File: src/rtl/potq_pkg.sv
`timescale 1ns / 1ps
`default_nettype none
// ----------------------------------------------------------------------------
// potq_pkg: priority ordered task table shared definitions
// Field widths, operation and status codes, and the structs that travel
// between the control logic and the row of table cells.
// ----------------------------------------------------------------------------
package potq_pkg;

  localparam int OP_W     = 2;
  localparam int KEY_W    = 16;
  localparam int RANK_W   = 8;
  localparam int HANDLE_W = 16;
  localparam int STAT_W   = 2;
  localparam int OCC_W    = 5;

  localparam logic [OP_W-1:0] OP_INSERT = 2'd0;
  localparam logic [OP_W-1:0] OP_REMOVE = 2'd1;
  localparam logic [OP_W-1:0] OP_FIND   = 2'd2;

  localparam logic [STAT_W-1:0] STAT_OK   = 2'd0;
  localparam logic [STAT_W-1:0] STAT_FULL = 2'd1;
  localparam logic [STAT_W-1:0] STAT_MISS = 2'd2;

  typedef struct packed {
    logic [KEY_W-1:0]    key;
    logic [RANK_W-1:0]   rank;
    logic [HANDLE_W-1:0] handle;
  } entry_t;

  typedef struct packed {
    logic                hit;
    logic [RANK_W-1:0]   rank;
    logic [HANDLE_W-1:0] handle;
  } carry_t;

  typedef struct packed {
    logic                insert;
    logic                remove;
    logic                scan;
    logic                clear;
    logic [KEY_W-1:0]    key;
    logic [RANK_W-1:0]   rank;
    logic [HANDLE_W-1:0] handle;
  } cell_cmd_t;

endpackage
`default_nettype wire

File: src/rtl/potq_cell.sv
`timescale 1ns / 1ps
`default_nettype none
// ----------------------------------------------------------------------------
// potq_cell: one slot of the sorted task table
// Holds one entry, shifts toward or away from its neighbors on insert and
// remove, and passes the first-match search result to the next cell.
// ----------------------------------------------------------------------------
module potq_cell #(
  parameter int IDX   = 0,
  parameter int CNT_W = 5
) (
  input  wire                      clk,
  input  wire                      rst,
  input  potq_pkg::cell_cmd_t      cmd,
  input  wire [CNT_W-1:0]          count,
  input  potq_pkg::entry_t         left,
  input  wire                      left_gt,
  input  potq_pkg::entry_t         right,
  input  potq_pkg::carry_t         carry_in,
  output potq_pkg::entry_t         ent,
  output logic                     gt,
  output potq_pkg::carry_t         carry_out
);

  logic live;
  logic match;

  assign live  = CNT_W'(IDX) < count;
  assign gt    = live && (ent.rank > cmd.rank);
  assign match = live && (ent.key == cmd.key);

  always_ff @(posedge clk) begin
    if (cmd.insert) begin
      if (!left_gt) begin
        ent <= left;
      end else if (!gt) begin
        ent <= '{key: cmd.key, rank: cmd.rank, handle: cmd.handle};
      end
    end else if (cmd.remove && (carry_in.hit || match)) begin
      ent <= right;
    end
  end

  always_ff @(posedge clk) begin
    if (rst || cmd.clear) begin
      carry_out.hit <= 1'b0;
    end else if (cmd.scan) begin
      if (carry_in.hit) begin
        carry_out <= carry_in;
      end else begin
        carry_out <= '{hit: match, rank: ent.rank, handle: ent.handle};
      end
    end
  end

endmodule
`default_nettype wire

File: src/rtl/priority_ordered_task_table_top.sv
`timescale 1ns / 1ps
`default_nettype none
// ----------------------------------------------------------------------------
// priority_ordered_task_table_top: sorted priority task table
// Up to DEPTH entries kept in descending rank order in a row of cells;
// insert, remove by id and find by id, one result per operation.
// ----------------------------------------------------------------------------
//  channel | handshake          | fields
//  in      | in_valid/in_stall  | operation, entry_key, rank, handle
//  out     | out_valid/out_stall| status, found_rank, found_handle, occupancy
//
//  An insert is latched, then every cell compares and shifts in parallel; the
//  unused code and an insert into a full table are latched and answered with no shift.
//  Remove and find are latched, then the first-match result ripples one cell
//  per cycle down the row, then a remove closes the gap in all cells in parallel.
//  Reset empties the table at once; no clearing pass.
//  A result waiting on out_stall holds, and the next item is still taken.
// ----------------------------------------------------------------------------
module priority_ordered_task_table_top #(
  parameter int DEPTH = 16
) (
  input  wire                              clk,
  input  wire                              rst,
  input  wire                              in_valid,
  output logic                             in_stall,
  input  wire [potq_pkg::OP_W-1:0]         operation,
  input  wire [potq_pkg::KEY_W-1:0]        entry_key,
  input  wire [potq_pkg::RANK_W-1:0]       rank,
  input  wire [potq_pkg::HANDLE_W-1:0]     handle,
  output logic                             out_valid,
  input  wire                              out_stall,
  output logic [potq_pkg::STAT_W-1:0]      status,
  output logic [potq_pkg::RANK_W-1:0]      found_rank,
  output logic [potq_pkg::HANDLE_W-1:0]    found_handle,
  output logic [potq_pkg::OCC_W-1:0]       occupancy
);

  localparam int CNT_W  = $clog2(DEPTH + 1);
  localparam int SCAN_W = $clog2(DEPTH);

  localparam logic [1:0] ST_IDLE  = 2'd0;
  localparam logic [1:0] ST_EXEC  = 2'd1;
  localparam logic [1:0] ST_SCAN  = 2'd2;
  localparam logic [1:0] ST_APPLY = 2'd3;

  logic [1:0]                      state, state_next;
  logic [SCAN_W-1:0]               scan_cnt, scan_cnt_next;
  logic [CNT_W-1:0]                count, count_next;
  logic [potq_pkg::OP_W-1:0]       op_q;
  logic [potq_pkg::KEY_W-1:0]      key_q;
  logic [potq_pkg::RANK_W-1:0]     rank_q;
  logic [potq_pkg::HANDLE_W-1:0]   handle_q;

  logic                            load;
  logic [potq_pkg::STAT_W-1:0]     status_next;
  logic [potq_pkg::RANK_W-1:0]     found_rank_next;
  logic [potq_pkg::HANDLE_W-1:0]   found_handle_next;
  logic                            out_free;

  potq_pkg::cell_cmd_t             cmd;
  potq_pkg::entry_t                ent_s   [DEPTH];
  logic                            gt_s    [DEPTH];
  potq_pkg::carry_t                carry_s [DEPTH];
  potq_pkg::carry_t                res;

  assign in_stall = (state != ST_IDLE);
  assign out_free = !out_valid || !out_stall;
  assign res      = carry_s[DEPTH-1];

  always_comb begin
    state_next        = state;
    scan_cnt_next     = scan_cnt;
    count_next        = count;
    load              = 1'b0;
    status_next       = potq_pkg::STAT_OK;
    found_rank_next   = '0;
    found_handle_next = '0;
    cmd               = '0;
    cmd.key           = key_q;
    cmd.rank          = rank_q;
    cmd.handle        = handle_q;
    case (state)
      ST_IDLE: begin
        if (in_valid) begin
          state_next = ST_EXEC;
        end
      end
      ST_EXEC: begin
        if (op_q == potq_pkg::OP_REMOVE || op_q == potq_pkg::OP_FIND) begin
          cmd.clear     = 1'b1;
          scan_cnt_next = '0;
          state_next    = ST_SCAN;
        end else if (out_free) begin
          load       = 1'b1;
          state_next = ST_IDLE;
          if (op_q == potq_pkg::OP_INSERT) begin
            if (count == CNT_W'(DEPTH)) begin
              status_next = potq_pkg::STAT_FULL;
            end else begin
              cmd.insert = 1'b1;
              count_next = count + CNT_W'(1);
            end
          end
        end
      end
      ST_SCAN: begin
        cmd.scan = 1'b1;
        if (scan_cnt == SCAN_W'(DEPTH - 1)) begin
          state_next = ST_APPLY;
        end else begin
          scan_cnt_next = scan_cnt + SCAN_W'(1);
        end
      end
      ST_APPLY: begin
        if (out_free) begin
          load       = 1'b1;
          state_next = ST_IDLE;
          if (res.hit) begin
            found_rank_next   = res.rank;
            found_handle_next = res.handle;
            if (op_q == potq_pkg::OP_REMOVE) begin
              cmd.remove = 1'b1;
              count_next = count - CNT_W'(1);
            end
          end else begin
            status_next = potq_pkg::STAT_MISS;
          end
        end
      end
      default: begin
        state_next = ST_IDLE;
      end
    endcase
  end

  always_ff @(posedge clk) begin
    if (rst) begin
      state     <= ST_IDLE;
      scan_cnt  <= '0;
      count     <= '0;
      out_valid <= 1'b0;
    end else begin
      state    <= state_next;
      scan_cnt <= scan_cnt_next;
      count    <= count_next;
      if (load) begin
        out_valid <= 1'b1;
      end else if (!out_stall) begin
        out_valid <= 1'b0;
      end
    end
  end

  always_ff @(posedge clk) begin
    if (in_valid && !in_stall) begin
      op_q     <= operation;
      key_q    <= entry_key;
      rank_q   <= rank;
      handle_q <= handle;
    end
    if (load) begin
      status       <= status_next;
      found_rank   <= found_rank_next;
      found_handle <= found_handle_next;
      occupancy    <= potq_pkg::OCC_W'(count_next);
    end
  end

  for (genvar i = 0; i < DEPTH; i++) begin : g_cell
    potq_pkg::entry_t left_ent;
    potq_pkg::entry_t right_ent;
    potq_pkg::carry_t cin;
    logic             lgt;

    if (i == 0) begin : g_head
      assign left_ent = '0;
      assign lgt      = 1'b1;
      assign cin      = '0;
    end else begin : g_body
      assign left_ent = ent_s[i-1];
      assign lgt      = gt_s[i-1];
      assign cin      = carry_s[i-1];
    end

    if (i == DEPTH - 1) begin : g_tail
      assign right_ent = '0;
    end else begin : g_mid
      assign right_ent = ent_s[i+1];
    end

    potq_cell #(
      .IDX   (i),
      .CNT_W (CNT_W)
    ) u_cell (
      .clk       (clk),
      .rst       (rst),
      .cmd       (cmd),
      .count     (count),
      .left      (left_ent),
      .left_gt   (lgt),
      .right     (right_ent),
      .carry_in  (cin),
      .ent       (ent_s[i]),
      .gt        (gt_s[i]),
      .carry_out (carry_s[i])
    );
  end

endmodule
`default_nettype wire

File: config.mk
export PLATFORM = sky130hd
export DESIGN_NAME = priority_ordered_task_table_top
export DESIGN_NICKNAME = d
export VERILOG_FILES = /design/src/rtl/potq_pkg.sv /design/src/rtl/potq_cell.sv /design/src/rtl/priority_ordered_task_table_top.sv
export SDC_FILE = /design/constraint.sdc
export NUM_CORES = 2
export LEC_CHECK = 0
export BUFFER_PORTS_ARGS = -buffer_cell sky130_fd_sc_hd__clkbuf_2
export CAP_MARGIN = 10
export CORE_MARGIN = 4
export CORE_UTILIZATION = 50
export CTS_CLUSTER_SIZE = 24
export DETAILED_ROUTE_END_ITERATION = 8
export GPL_TIMING_DRIVEN = 0
export PLACE_DENSITY = 0.69
export RECOVER_POWER = 100
export SYNTH_ARGS = -nofsm -noshare
export SYNTH_HDL_FRONTEND = slang
export SYNTH_HIERARCHICAL = 1
export SYNTH_SLANG_ARGS = --single-unit
File: constraint.sdc
create_clock -name clk -period 7.2 [get_ports clk]
set_input_delay 1.44 -clock clk [delete_from_list [all_inputs] [get_ports clk]]
set_output_delay 1.44 -clock clk [all_outputs]
set_load 0.01 [all_outputs]
==> metrics.txt <==
Synth Cell Area 59,100 um2; Setup WS post-layout 1.50 ns; vias in the first global route 37,400; Setup WS pre-CTS 2.45 ns; fmax 175 MHz; Via density 5.60; initial antenna violation count 0; RSZ-0062 raised after global routing false; mux contribution to synthesized area 17.9%; worst-path maximum fanout 19; clk_lat worst skew 0.71 ns; simple-gate portion of the synthesized area 7.73%; largest net degree at the start of global routing 41; ANT cells 0; EDFF count, synth 1,097; CTS tree done; PD cells 232 nW/um2; Cell Count, Final, Fillers Out 6,773; Power, Total 15.4 mW; fraction of layout instances using a drive strength above 1 12.9%; IO Count 79; WL final 143 mm; failing checks capacitance limit, slew limit; Post-Synth XOR/XNOR Area 3.86%; first-pass GRT wire length 222 mm; Die H 352 um; Area contributors post-synth edfxtp_1 (56%), mux2i_1 (11%), mux2_2 (6.2%), a21oi_1 (5.9%), nor2_1 (4.4%); Post-Synth Adder-Cell Area 2.82%; leakage 22.2 nW; R2R cell count 9; Mapped Avg Cell Area 12.3 um2; CP startpoint count[1]; post-cts hold buffer count 0; crit path cell chain inv_1, ha_1, and4bb_1, nor4b_4, clkbuf_1, clkbuf_1, a211oi_1, a311oi_1, buf_8; period utilization 79.2%; R2R Path End g_cell[7].u_cell/ent[39]; IO Port Bufs 78; Post-Syn Instances 4,790; most frequent CP cell clkbuf_1; total CTS buffers 116; worst min path class flop to flop; post-CTS setup repair buffer count 0; synth warn 6; Final Setup Violations 0; Clock Root Buffer clkbuf_16; DIE AREA 124,000 um2; Worst EP arrival 6.11 ns; first-pass iteration count of the detailed router 6; # fillers 9,767; row cnt 125; Seq. cell area 33,500 um2; complex-gate fraction of the synthesized area 8.01%; ys flop type edfxtp_1; final hold violations 0; count of pins over their slew limit 588; top cell type by total area after synthesis edfxtp_1; Slew @ Worst Pin 2.11 ns; async set-or-reset flop fraction in the synthesized netlist 0%; largest family of logic cells by synthesized area multiplexers; Worst Setup EP g_cell[7].u_cell/ent[39]; nets 5,330; Placed Cells 6,556; synth unique cells 83; Seq/Total Area, Yosys 56.7%; status finished with violations; Critical Path Stages 9; Total GRT Usage 22.9%; DRT antenna net count 0; synth-to-layout area growth 12.1%; synth cell count leaders edfxtp_1 (1,097), a21oi_1 (702), nor2_1 (690), mux2i_1 (640), mux2_2 (323); clock skew 0.0186 ns; crit path time final 5.70 ns; Multi-input gate area 24,200 um2; Hold Slack 0.491 ns; via count 38,000; clk slew on worst S/H paths 0.06 ns; maximum VDD drop 0.212 mV; post-synthesis register bit count 1,125; DRC 0; Crit path required time 7.61 ns; Detailed Route Iter0 Violations 3,408; routability congestion estimate 0.879; Critical Path End Type flop; R2R setup slack 1.50 ns; GRT overflow 0; die width 352 um; CTS-repair resized insts 0; Worst Setup Start Kind flop; critical path's largest stage delay 1.31 ns; Max-Cap Viols 24; share of the synthesized area in the top cell type 55.7%; H-Tree Level Count 3; delay-heaviest family, CP buffers and inverters; initial core utilization 50.6%; most numerous cell in the Yosys netlist edfxtp_1; Slew headroom -41.0%; RR Startpoint count[1]; Bufs and invs on worst path 4; critical path class flop to flop; CTS sink count 1,125; Core ar. 117,000 um2; routed length per instance 21.1 um; Detailed Place HPWL 110 mm; CP max stage cell a311oi_1; deepest clock path buffer count 3
## cells by family (layout without fill, tap and decap cells)
| kind of cell | Yosys count | after routing |
|---|---|---|
| DFF | 1125 | 1125 |
| muxes | 1011 | 1011 |
| and+or+nand+nor | 988 | 988 |
| AOI/OAI and AO/OA | 848 | 848 |
| buffers and inverters | 425 | 780 |
| xor gates and xnor gates | 258 | 258 |
| adders and majority gates | 133 | 133 |
| other | 2 | 106 |
## metal layers
| layer | share of wire (%) | routed length (um) | GRT usage (%) |
|---|---|---|---|
| met1 | 44 | 62700 | 31.8 |
| met2 | 47 | 67200 | 37.7 |
| met3 | 6.0 | 8530 | 2.70 |
| met4 | 3.3 | 4720 | 7.64 |
| met5 | 0 | 0 | 0 |
## tightest hold or removal path, cell delays in order, from the launching register on
cell     delay, ns
dfxtp_1       0.33
nand2_1       0.06
a21oi_1       0.05
## placed cells by master, fill, tap and decap left out, types with 11 or more instances in the layout
master     count
nor3b_1       14
mux2_2       312
clkbuf_2      38
nor4_1        17
nor2_1       690
dfxtp_1       28
and4b_1       11
nand2_1       30
and2_0        11
mux2_1        58
nand3_1       29
nand2b_1      11
bufinv_16     12
nor3_1        18
xnor2_1      217
clkbuf_16    117
and2_1        16
conb_1       106
xor2_1        39
buf_2         81
ha_1         133
clkbuf_1     286
nand4_1       79
inv_1        146
buf_16        25
clkinv_2      23
a21oi_1      702
clkinv_1      26
o21ai_0       26
mux2i_1      640
edfxtp_1    1097
nor2b_1       22
## how the worst min path moves through the flow
stage / from / endpoint / slack [ns] / cells past startpoint
floorplan: scan_cnt[0] / scan_cnt[0] / 0.46 / 2
global placement: scan_cnt[0] / scan_cnt[0] / 0.48 / 2
detailed placement: g_cell[13].u_cell/carry_out[24] / g_cell[13].u_cell/carry_out[24] / 0.48 / 2
CTS: g_cell[13].u_cell/carry_out[24] / g_cell[13].u_cell/carry_out[24] / 0.50 / 2
global route: scan_cnt[0] / scan_cnt[0] / 0.51 / 2
finish: scan_cnt[0] / scan_cnt[0] / 0.49 / 2
## layout make-up
class | instances | area share (%)
plain buffers | 279 | 1.75
repair buffers | 139 | 1.86
clock inverters | 73 | 1.08
flip-flops and latches | 1125 | 50.5
clock buffers | 143 | 4.58
inverters | 146 | 0.827
multi-input cells | 3344 | 36.5
well taps | 1524 | 2.88
## per-stage QoR
| stage | util [%] | cell area, um2 | setup TNS, ns |
|---|---|---|---|
| final | 56.7 | 66300 | 0 |
| after CTS | 57.3 | 66900 | 0 |
| after detailed placement | 54.1 | 63200 | 0 |
| after floorplan | - | 59500 | 0 |
| after global routing | 56.7 | 66300 | 0 |
| after global placement | 52.9 | 61800 | -456.81 |
## registers in the layout (all words and copies together), names as in the netlist
register,cells
rank_q,8
found_handle,16
key_q,16
out_valid,1
g_cell.u_cell/carry_out,400
status,2
state,2
count,5
found_rank,8
occupancy,5
g_cell.u_cell/ent,640
handle_q,16
op_q,2
scan_cnt,4
## where the power goes
part | internal [mW] | switching (mW)
logic | 0.663 | 0.956
registers | 7.50 | 0.288
clock network | 3.42 | 2.55
total | 11.6 | 3.79
No activity file was read; power rests on OpenSTA's default activity.
